### config.mk
export PLATFORM = sky130hd
export DESIGN_NAME = fdl_interp
export DESIGN_NICKNAME = d
export VERILOG_FILES = /design/src/sv/fdl_pkg.sv /design/src/sv/fdl_interp.sv
export SDC_FILE = /design/constraint.sdc
export NUM_CORES = 1
export LEC_CHECK = 0
export ABC_AREA = 1
export BUFFER_PORTS_ARGS = -buffer_cell sky130_fd_sc_hd__buf_2
export CELL_PAD_IN_SITES_DETAIL_PLACEMENT = 1
export CELL_PAD_IN_SITES_GLOBAL_PLACEMENT = 1
export CORE_MARGIN = 2
export CORE_UTILIZATION = 35
export CTS_CLUSTER_SIZE = 12
export DETAILED_ROUTE_END_ITERATION = 10
export PLACE_DENSITY = 0.64
export SYNTH_ARGS = -nofsm -noshare
export SYNTH_HDL_FRONTEND = slang
export SYNTH_SLANG_ARGS = --single-unit
### constraint.sdc
create_clock -name clk_i -period 5.8 [get_ports clk_i]
set_clock_uncertainty 0.15 [all_clocks]
set_input_delay 0.87 -clock clk_i [delete_from_list [all_inputs] [get_ports clk_i]]
set_output_delay 0.87 -clock clk_i [all_outputs]
set_load 0.1 [all_outputs]
### src/sv/fdl_pkg.sv
// Shared widths and types for the fractional delay line.
`timescale 1ns / 1ps
`default_nettype none

package fdl_pkg;

  // Fixed widths of the sample and delay words.
  localparam int unsigned SAMPLE_W = 24;
  localparam int unsigned DELAY_W  = 21;

  typedef logic signed [SAMPLE_W-1:0] sample_t;

  // Status of one pair of store reads travelling down the pipeline.
  typedef struct packed {
    logic vld;   // stage holds a word
    logic ok_a;  // newer tap slot has been written since reset
    logic ok_b;  // older tap slot has been written since reset
  } rd_ctl_t;

endpackage

`default_nettype wire

### src/sv/fdl_interp.sv
// Interpolation datapath: tap difference, fraction multiply and final add.
`timescale 1ns / 1ps
`default_nettype none

module fdl_interp import fdl_pkg::*; #(
  parameter int unsigned FRAC_BITS = 8
) (
  input  wire logic                 clk_i,
  input  wire logic                 rst_ni,
  input  wire logic                 en_i,
  input  wire rd_ctl_t              ctl_i,
  input  wire logic [FRAC_BITS-1:0] frac_i,
  input  wire sample_t              rd_a_i,
  input  wire sample_t              rd_b_i,
  output logic                      res_valid_o,
  output sample_t                   res_o
);

  localparam int unsigned DW = SAMPLE_W + 1;
  localparam int unsigned PW = DW + FRAC_BITS + 1;

  sample_t                 first;
  sample_t                 second;
  logic signed [DW-1:0]    diff_d;
  logic                    v3_q;
  sample_t                 base3_q;
  logic signed [DW-1:0]    diff3_q;
  logic [FRAC_BITS-1:0]    frac3_q;
  logic                    v4_q;
  sample_t                 base4_q;
  logic signed [PW-1:0]    prod4_q;
  logic signed [PW-1:0]    shifted;

  // Slots never written since reset read as zero.
  assign first  = ctl_i.ok_a ? rd_a_i : '0;
  assign second = ctl_i.ok_b ? rd_b_i : '0;
  assign diff_d = {second[SAMPLE_W-1], second} - {first[SAMPLE_W-1], first};

  // Valid bits of the two arithmetic stages.
  always_ff @(posedge clk_i or negedge rst_ni) begin
    if (!rst_ni) begin
      v3_q <= 1'b0;
      v4_q <= 1'b0;
    end else if (en_i) begin
      v3_q <= ctl_i.vld;
      v4_q <= v3_q;
    end
  end

  // Difference stage, then multiply stage.
  always_ff @(posedge clk_i) begin
    if (en_i) begin
      base3_q <= first;
      diff3_q <= diff_d;
      frac3_q <= frac_i;
      base4_q <= base3_q;
      prod4_q <= $signed({1'b0, frac3_q}) * diff3_q;
    end
  end

  // Arithmetic shift floors the product. The sum always lies between the two
  // taps, so the low bits of the sum are the exact result.
  assign shifted     = prod4_q >>> FRAC_BITS;
  assign res_o       = base4_q + shifted[SAMPLE_W-1:0];
  assign res_valid_o = v4_q;

endmodule

`default_nettype wire

==> impl_metrics.ini <==
[run_status]
run_status = finished clean

[drt]
first_iter_violations = 499
dr_wl_met3_um = 830
top_layer_used = met4
wl_met1_um = 20000
drc = 0
drtPass1Iterations = 5
wl_met2_um = 19900
wl_per_cell_um = 17.5
postRouteWirelength_um = 41300
routed_via_density = 4.71
vias = 11100
drtAntennaViolNets = 0

[placed_design]
gp_congestion = 0.914
dpl.hpwl_um = 35900
place_inst = 2340
port_buffers = 86

[worst_setup_path]
worst_path_max_delay_cell = edfxtp_1
crit_path_frequent_cell = nand2_1
path_cells = nand2_1 -> fa_1 -> inv_1 -> fa_1 -> fa_1 -> inv_1 -> fa_1 -> inv_1 -> ha_1 -> a21oi_1 -> a21boi_0 -> nand2_1 -> a21oi_1 -> nand2_1 -> nand2_1 -> nand2_1
crit_required_ps = 5770
r2r-start = frac3_q[2]
cp-end-kind = register
r2r_cells = 16
rr_endpoint = prod4_q[30]
path_class = reg2reg
slowest_delay_ps = 950
start_kind = register
critPathMaxFanout = 25
r2r_slack_ps = 540
worst_ep_arrival_time_ps = 5240

[grt]
grt_first_pass_wirelength_um = 66700
grt_pass1_vias = 12100
grt_start_max_net_pins = 75
grt_antenna_before_repair = 0
grt_overflow = 0
track_usage = 0.211

[cts]
hold_buffers = 0
postCtsSetupRepairBufs = 0
clkLatencyLatePin_ps = 360
clkSinkCount = 107
cts_buffers = 9
clkTransAtPathRegs_ps = 80
ctsRootBufferMaster = clkbuf_16
cts.htree.levels = 3
ctsResizeCount = 0
cts_tree = done
clk_path_buf_depth = 2

[sta]
hold_viol = 0
rsz0062_at_grt = false
fmax_mhz = 190
max-slew-margin-rel = 0.369
tightest_slew_ps = 947
min_period_over_period = 0.907
min_period_ps = 5260
fin_setup_tns_ps = 0
finalSetupViolations = 0
finalMaxSlewViolations = 0

[floorplan]
start_util = 0.352
fp.dieH_um = 201
core-area_um2 = 38500
die-area_um2 = 40300
num_rows = 72
die_w_um = 201
num_io_pins = 87

[synth]
synth.top_cell.area_share = 0.233
synth_area_um2 = 13600
postSynthAreaPerCell_um2 = 7.63
syn_inst = 1776
yosys.cell_types.count = 30
netlist_top_cells_area = edfxtp_1, fa_1, nand2_1
synth_top_cell_by_area = edfxtp_1
yosysSeqAreaShare = 0.236
synth.yosys.warnings = 0
syn_nets = 2096
ys_seq_elements = 107

[layout]
final_common_cell = nand2_1
nets = 2153
drive_gt1_frac = 0.0675
stdcell_count = 2356
antenna_cells = 0
most-common-layout-cells = nand2_1, inv_1, fa_1, ha_1, edfxtp_1
area_growth_pct = 9.34
fillers = 4840
fin_util = 0.385

[run]
cap_violations = 0

[worst_hold_path]
hp-class = in2async
## worst max-delay path by stage
stage	start	cells past startpoint	endpoint
final	frac3_q[2]	16	prod4_q[30]
after global routing	frac3_q[2]	17	prod4_q[30]
after CTS	frac3_q[2]	16	prod4_q[30]
after detailed placement	frac3_q[2]	16	prod4_q[30]
after global placement	frac3_q[2]	16	prod4_q[30]
after floorplan	frac3_q[5]	18	prod4_q[30]
## flip-flops by register name, summed over array words and instances, names as in the netlist
register / cells
diff3_q: 25
base3_q: 24
base4_q: 24
prod4_q: 24
frac3_q: 8
res_valid_o: 1
v3_q: 1
## logic make-up (layout without fill, tap and decap cells)
| group | after synthesis | count (layout) | synth area share |
|---|---|---|---|
| adder cells (fa/ha/maj) | 258 | 258 | 0.322 |
| buffers and inverters | 495 | 557 | 0.137 |
| XOR/XNOR | 49 | 49 | 0.0317 |
| AND/OR/NAND/NOR | 704 | 704 | 0.208 |
| AO/OA/AOI/OAI | 163 | 163 | 0.0643 |
| flip-flops | 107 | 107 | 0.236 |
## through the flow
step	instance area, um2	setup WS [ps]	hold slack (ps)
floorplan	13600	1180	250
global placement	14500	611	253
detailed placement	14500	505	258
CTS	14800	496	112
global route	14800	228	115
finish	14800	540	122
## metal layers
metal  vias up  global-route usage
li1       5478                   -
met1      5458               0.292
met4         0              0.0455
met5         -                   0
met3        29              0.0136
met2       130               0.365
## worst max-delay path: cells and delay by family, from the launching register on
| kind | cells | cell delay, ps |
|---|---|---|
| flops | 1 | 950 |
| compound gates | 3 | 800 |
| fa+ha+maj | 5 | 2450 |
| buf+inv | 3 | 160 |
| simple gates | 5 | 490 |
## cell type report
class / instances / area [um2] / area share
clock buffers: 9 / 225 / 0.0152
clock inverters: 7 / 77.6 / 0.00523
inverters: 446 / 1670 / 0.113
multi-input cells: 1174 / 8490 / 0.573
flip-flops and latches: 107 / 3200 / 0.216
well taps: 518 / 648 / 0.0437
repair buffers: 95 / 500 / 0.0338
## Yosys cell counts, drive strengths merged
cell type  count
nand2        510
inv          446
fa           152
ha           106
edfxtp       105
nor2          98
a21oi         94
nand3         53
o21ai         53
clkbuf        48
xor2          40
nor3          17
nand4         16
xnor2          9
o21bai         8
nor4           4
nand3b         3
o211ai         3
a21o           2
and2           2
dfrtp          2
a21boi         1
buf            1
nand2b         1
o21a           1
o31ai          1
Power is left out: the tool's default activity adds up to more than one toggle a clock period on the data nets, which glitch-free logic cannot reach.
