## src/sv/fdl_pkg.sv

```systemverilog
// Shared widths and types for the fractional delay line.
`timescale 1ns / 1ps
`default_nettype none

package fdl_pkg;

  // Fixed widths of the sample and delay words.
  localparam int unsigned SAMPLE_W = 24;
  localparam int unsigned DELAY_W  = 21;

  typedef logic signed [SAMPLE_W-1:0] sample_t;

  // Status of one pair of store reads travelling down the pipeline.
  typedef struct packed {
    logic vld;   // stage holds a word
    logic ok_a;  // newer tap slot has been written since reset
    logic ok_b;  // older tap slot has been written since reset
  } rd_ctl_t;

endpackage

`default_nettype wire

```

## src/sv/fdl_outbuf.sv

```systemverilog
// Output register with one skid entry between the pipeline and the receiver.
`timescale 1ns / 1ps
`default_nettype none

module fdl_outbuf import fdl_pkg::*; (
  input  wire logic    clk_i,
  input  wire logic    rst_ni,
  input  wire logic    in_valid_i,
  input  wire sample_t in_data_i,
  output logic         out_valid_o,
  input  wire logic    out_stall_i,
  output sample_t      out_data_o,
  output logic         full_o
);

  logic    out_v_q;
  sample_t out_d_q;
  logic    skid_v_q;
  sample_t skid_d_q;

  // Occupancy. While the skid entry holds a word, the pipeline is frozen.
  always_ff @(posedge clk_i or negedge rst_ni) begin
    if (!rst_ni) begin
      out_v_q  <= 1'b0;
      skid_v_q <= 1'b0;
    end else if (skid_v_q) begin
      if (!out_stall_i) begin
        skid_v_q <= 1'b0;
      end
    end else if (out_v_q && out_stall_i) begin
      if (in_valid_i) begin
        skid_v_q <= 1'b1;
      end
    end else begin
      out_v_q <= in_valid_i;
    end
  end

  // Data registers follow the same moves.
  always_ff @(posedge clk_i) begin
    if (skid_v_q) begin
      if (!out_stall_i) begin
        out_d_q <= skid_d_q;
      end
    end else if (out_v_q && out_stall_i) begin
      if (in_valid_i) begin
        skid_d_q <= in_data_i;
      end
    end else begin
      out_d_q <= in_data_i;
    end
  end

  assign out_valid_o = out_v_q;
  assign out_data_o  = out_d_q;
  assign full_o      = skid_v_q;

  // The skid entry only fills behind a word that is waiting at the output.
  a_skid_behind_out: assert property (@(posedge clk_i) disable iff (!rst_ni)
    skid_v_q |-> out_v_q)
    else $error("skid entry holds a word while the output register is empty");

endmodule

`default_nettype wire

```

## config.mk

```make
export PLATFORM = sky130hd
export DESIGN_NAME = fdl_outbuf
export DESIGN_NICKNAME = d
export VERILOG_FILES = /design/src/sv/fdl_pkg.sv /design/src/sv/fdl_outbuf.sv
export SDC_FILE = /design/constraint.sdc
export NUM_CORES = 1
export LEC_CHECK = 0
export BUFFER_PORTS_ARGS = -buffer_cell sky130_fd_sc_hd__buf_2
export CORE_MARGIN = 8
export CORE_UTILIZATION = 50
export CTS_CLUSTER_SIZE = 40
export DETAILED_ROUTE_END_ITERATION = 7
export PLACE_DENSITY = 0.87
export SKIP_CTS_REPAIR_TIMING = 1
export SLEW_MARGIN = 20
export SYNTH_ARGS = -nofsm -noshare
export SYNTH_HDL_FRONTEND = slang
export SYNTH_SLANG_ARGS = --single-unit
```

## constraint.sdc

```tcl
create_clock -name clk_i -period 4 [get_ports clk_i]
set_input_delay 0.2 -clock clk_i [delete_from_list [all_inputs] [get_ports clk_i]]
set_output_delay 0.2 -clock clk_i [all_outputs]
set_load 0.01 [all_outputs]
```

==> reports/metrics.yaml, run 1 <==
startpoint_type: "flop"
fin_setup_tns_ps: 0
drv_slew: 0
clockBufferDepth: 2
start_util_pct: 51.3
cts_root_buf: "clkbuf_8"
gp_congestion: 0.670
rows: 22
grtUsageTotal_pct: 11.8
max_freq_ghz: 0.494
power_leakage_nw: 0.872
r2r_slack_ps: 1980
diodes: 0
mostFrequentLayoutCell: "buf_2"
ios: 54
drtPass1Iterations: 4
hold_viol_final: 0
final_cells: 193
die-area_mm2: 0.00590
hold_end: "skid_d_q[0]"
syn_area_mm2: 0.00185
fin_crit_sh_pct: 50.6
ant_nets: 0
rsz0062_at_grt: "no"
wl_per_cell_um: 17.9
power_density_mw_per_mm2: 462
cts_tree: "built"
cts_made_buffers: 5
synth.avg_cell_area_um2: 21.8
r2r_start: "full_o"
layout.nets: 172
synth.ff_latch_count: 50
fin_skew_ps: 10.9
grt_max_degree: 31
critPathArrivalTime_ps: 2020
grt_pass1_vias: 1037
area_growth_pct: 22.3
switching_share_pct: 22.8
min_path_cells: 1
overflow: 0
fin_crit_ps: 2020
dp_cells: 184
yosys_warnings: 0
ys_seq_area_share_pct: 80.6
clkTransAtPathRegs_ps: 90
crit_fanout: 30
antenna_found_initial: 0
syn_nets: 113
routed_wl_um: 3450
crit_type: "reg -> reg"
finalSetupViolCount: 0
mostFrequentLayoutCells: "53 x buf_2, 48 x edfxtp_1, 19 x mux2_2"
p_int_uw: 808
insertion_delay_ps: 310
hold_start: "in_data_i[0]"
grt_pass1_wl_um: 5310
clockPowerShare_pct: 26.2
tightestPinTransition_ps: 759
worstReg2RegEnd: "skid_d_q[9]"
synth.distinct_cells: 12
vdd_drop_max_v: 0.000242
initialDrtViolationCount: 58
max-slew-margin-rel_pct: 49.2
p_sw_uw: 238
die_height_um: 76.8
hold_ws_ps: 79.2
power_frac_comb_pct: 11.6
dp_hpwl_um: 2430
drv_cap: 0
outcome: "finished, final reports clean"
drc: 0
core_area_mm2: 0.00361
via_per_inst: 4.96
p_seq_share_pct: 62.2
cts.htree.levels: 2
die_w_um: 76.8
rr_worst_depth: 2
io_buffers: 53
cp.required_ps: 3990
fill_cells: 251
syn_inst: 85
vias: 958
layout-drive-gt1-share_pct: 60.0
cp-end-kind: "flop"
numClockSinks: 50
hold_class: "in -> reg"
[worst max-delay path, stage by stage, from the launching register on]
cell and delay (ps):
dfrtp_2 660, nor3_2 680, buf_4 370
[per-layer routing]
layer / GRT usage [%] / vias up / routed length, µm
met5: 0 / - / 0
met4: 6.92 / 0 / 101
met3: 5.48 / 7 / 267
met2: 18.6 / 35 / 1700
met1: 12.6 / 467 / 1380
li1: - / 449 / -
[sequential cells by signal (all words and copies together), names as in the netlist]
name         count
out_valid_o      1
skid_d_q        24
full_o           1
out_data_o      24
[per-stage QoR]
stage / utilization [%] / area [µm²] / total power, mW / setup slack (ps)
global route: 62.7 / 2260 / 1.08 / 1880
floorplan: - / 1850 / 0.726 / 1100
CTS: 62.2 / 2240 / 1.05 / 1590
detailed placement: 59.9 / 2160 / 0.784 / 1590
finish: 62.7 / 2260 / 1.05 / 1980
global placement: 59.9 / 2160 / 0.778 / 1680
[kinds of logic after synthesis]
group,synth area share (%)
buf+inv,1.83
simple gates,0.812
compound gates,1.08
mux,15.6
flops,80.6
[power groups by stage]
stage               combinational, mW  sequential [mW]  clock, mW
finish                          0.121            0.650      0.274
global route                    0.130            0.656      0.297
CTS                             0.122            0.650      0.281
detailed placement              0.122            0.662          0
global placement                0.118            0.660          0
floorplan                      0.0567            0.669          0
[worst max path at each step]
stage / end / slack [ps] / startpoint / depth (start not counted)
2_1_floorplan: out_data_o[0] / 1100 / full_o / 3
3_3_place_gp: out_data_o[8] / 1680 / full_o / 1
3_5_place_dp: out_data_o[12] / 1590 / full_o / 1
4_1_cts: out_data_o[4] / 1590 / full_o / 1
5_1_grt: skid_d_q[9] / 1880 / full_o / 2
6_report: skid_d_q[9] / 1980 / full_o / 2
[synth_stat cells, drive strengths merged]
cell / count / share of area, %
dfrtp: 2 / 2.7
mux2: 24 / 16
inv: 1 / 0.20
nor3: 1 / 0.27
nor2b: 1 / 0.34
edfxtp: 48 / 78
o21ai: 3 / 0.81
buf: 3 / 1.6
nand2: 1 / 0.20
a21oi: 1 / 0.27
[area by class of cell]
type / instances / area (µm²) / area share [%]
clock inverter: 2 / 8.76 / 0.387
clock buffer: 6 / 72.6 / 3.21
tap: 48 / 60.1 / 2.66
multi-input combinational: 31 / 340 / 15.1
timing repair buffer: 55 / 283 / 12.5
sequential: 50 / 1490 / 66.0
inverter: 1 / 3.75 / 0.166
(Power assumes the default switching activity.)
==> inputs of run 2 (changes only) <==
- clock period: 4 -> 2 ns (I/O delays scaled with it)
==> run 2 against run 1 <==
  * Clock power grew 150%
  * Maximum frequency grew 26%
  * Die area is the same
  * Sequential share of layout area shrank 7.8 points
  * Register-to-register slack lost 1600 ps
  * Combinational power grew to 2.5 times the previous value
  * Flip-flop and latch count is the same
  * Power grew 120%
  * First-iteration DRC count grew 1.7%
  * Routed wire length grew 5.1%
  * Via count grew 8.1%
  * Largest cell class unchanged
  * Highest routed layer unchanged
==> reports/metrics.yaml, run 2 (same netlist as run 1, synthesis figures left out) <==
outcome: "finished, final reports clean"
globalRouteMet2Util_pct: 17.4
finalSetupViolCount: 0
initialDrtViolationCount: 59
clockPowerShare_pct: 29.8
stdcell_area_mm2: 0.00256
crit_chain: "buf_4 -> mux2_2"
crit_start: "full_o"
ant_nets: 0
die_height_um: 76.8
cts_made_buffers: 5
diodes: 0
cts.htree.levels: 2
io_buffers: 53
fin_setup_tns_ps: 0
insertion_delay_ps: 300
worstReg2RegEnd: "out_data_o[0]"
cp.required_ps: 2050
min_path_cells: 2
crit_type: "reg -> reg"
grtUsageMet1_pct: 12.6
start_util_pct: 51.3
switching_share_pct: 21.2
antenna_found_initial: 0
drc: 0
rsz0062_at_grt: "no"
via_per_inst: 4.71
hold_viol_final: 0
crit_fanout: 13
dp_hpwl_um: 2400
fill_cells: 226
drv_cap: 0
hold_start: "out_stall_i"
gp_congestion: 0.713
cp-end-kind: "flop"
max_freq_ghz: 0.622
power_density_mw_per_mm2: 884
mostFrequentLayoutCell: "buf_2"
area_growth_pct: 38.6
numClockSinks: 50
core_area_mm2: 0.00361
grt_use_met3_pct: 5.59
die_w_um: 76.8
ios: 54
dp_cells: 187
layout.nets: 199
p_sw_uw: 479
placed_cell_area_mm2: 0.00220
critPathArrivalTime_ps: 1660
p_int_mw: 1.79
clkTransAtPathRegs_ps: 80
grt_max_degree: 25
slowest_stage: "dfrtp_1"
power_leakage_nw: 1.00
r2r_start: "full_o"
layout-drive-gt1-share_pct: 52.3
max_stage_delay_ps: 710
drv_slew: 0
cts_tree: "built"
fin_crit_sh_pct: 80.4
r2r_slack_ps: 390
vias: 1036
rows: 22
hold_end: "full_o"
vdd_drop_max_v: 0.000683
power_frac_comb_pct: 13.5
drtPass1Iterations: 4
p_seq_share_pct: 56.7
grt_pass1_wl_um: 5180
final_util_pct: 71.1
routed_wl_um: 3620
max-slew-margin-rel_pct: 61.9
hold_class: "in -> reg"
overflow: 0
grt_pass1_vias: 1021
clockBufferDepth: 2
cts_root_buf: "clkbuf_8"
fin_skew_ps: 6.39
tightestPinTransition_ps: 571
busiest_layer: "met2"
wl_per_cell_um: 16.5
final_cells: 220
grtUsageTotal_pct: 11.4
rr_worst_depth: 2
startpoint_type: "flop"
mostFrequentLayoutCells: "53 x buf_2, 48 x edfxtp_1, 25 x dlygate4sd3_1"
die-area_mm2: 0.00590
fin_crit_ps: 1610
==> run 2: layer usage <==
layer  vias up  wire length (µm)
met3        10               259
met5         -                 0
li1        503                 -
met2        40              1860
met1       483              1400
met4         0               106
==> run 2: how the worst max path moves through the flow <==
stage | to | slack, ps
global route | skid_d_q[12] | 300
global placement | out_data_o[0] | 450
floorplan | out_data_o[0] | 200
CTS | skid_d_q[2] | 380
finish | out_data_o[0] | 390
detailed placement | skid_d_q[22] | 390
==> run 2: cell type report <==
cell class	instances	area (µm²)	share of cell area, %
clock buffers	6	72.6	2.83
clock inverters	2	37.5	1.46
inverters	1	3.75	0.146
multi-input cells	31	339	13.2
flip-flops and latches	50	1490	58.2
well taps	48	60.1	2.34
repair buffers	82	558	21.8
==> run 2: per-stage QoR <==
stage          total power, mW  setup WS, ps  hold WS [ps]
2_1_floorplan             1.45           199          -196
3_3_place_gp              1.57           446          -108
3_5_place_dp              1.58           385          -108
4_1_cts                   2.26           377          -439
5_1_grt                   2.36           300          88.8
6_report                  2.27           392          95.9
==> run 2: power groups by stage <==
stage / combinational, mW / clock (mW) / sequential (mW)
after detailed placement: 0.268 / 0 / 1.31
final: 0.305 / 0.676 / 1.28
after floorplan: 0.118 / 0 / 1.34
after CTS: 0.270 / 0.701 / 1.29
after global placement: 0.260 / 0 / 1.31
after global routing: 0.329 / 0.735 / 1.30
==> run 2: worst max-delay path, delay by kind of cell, from the launching register on <==
kind	cells	cell delay, ps
buffers and inverters	1	300
muxes	1	360
DFF	1	710
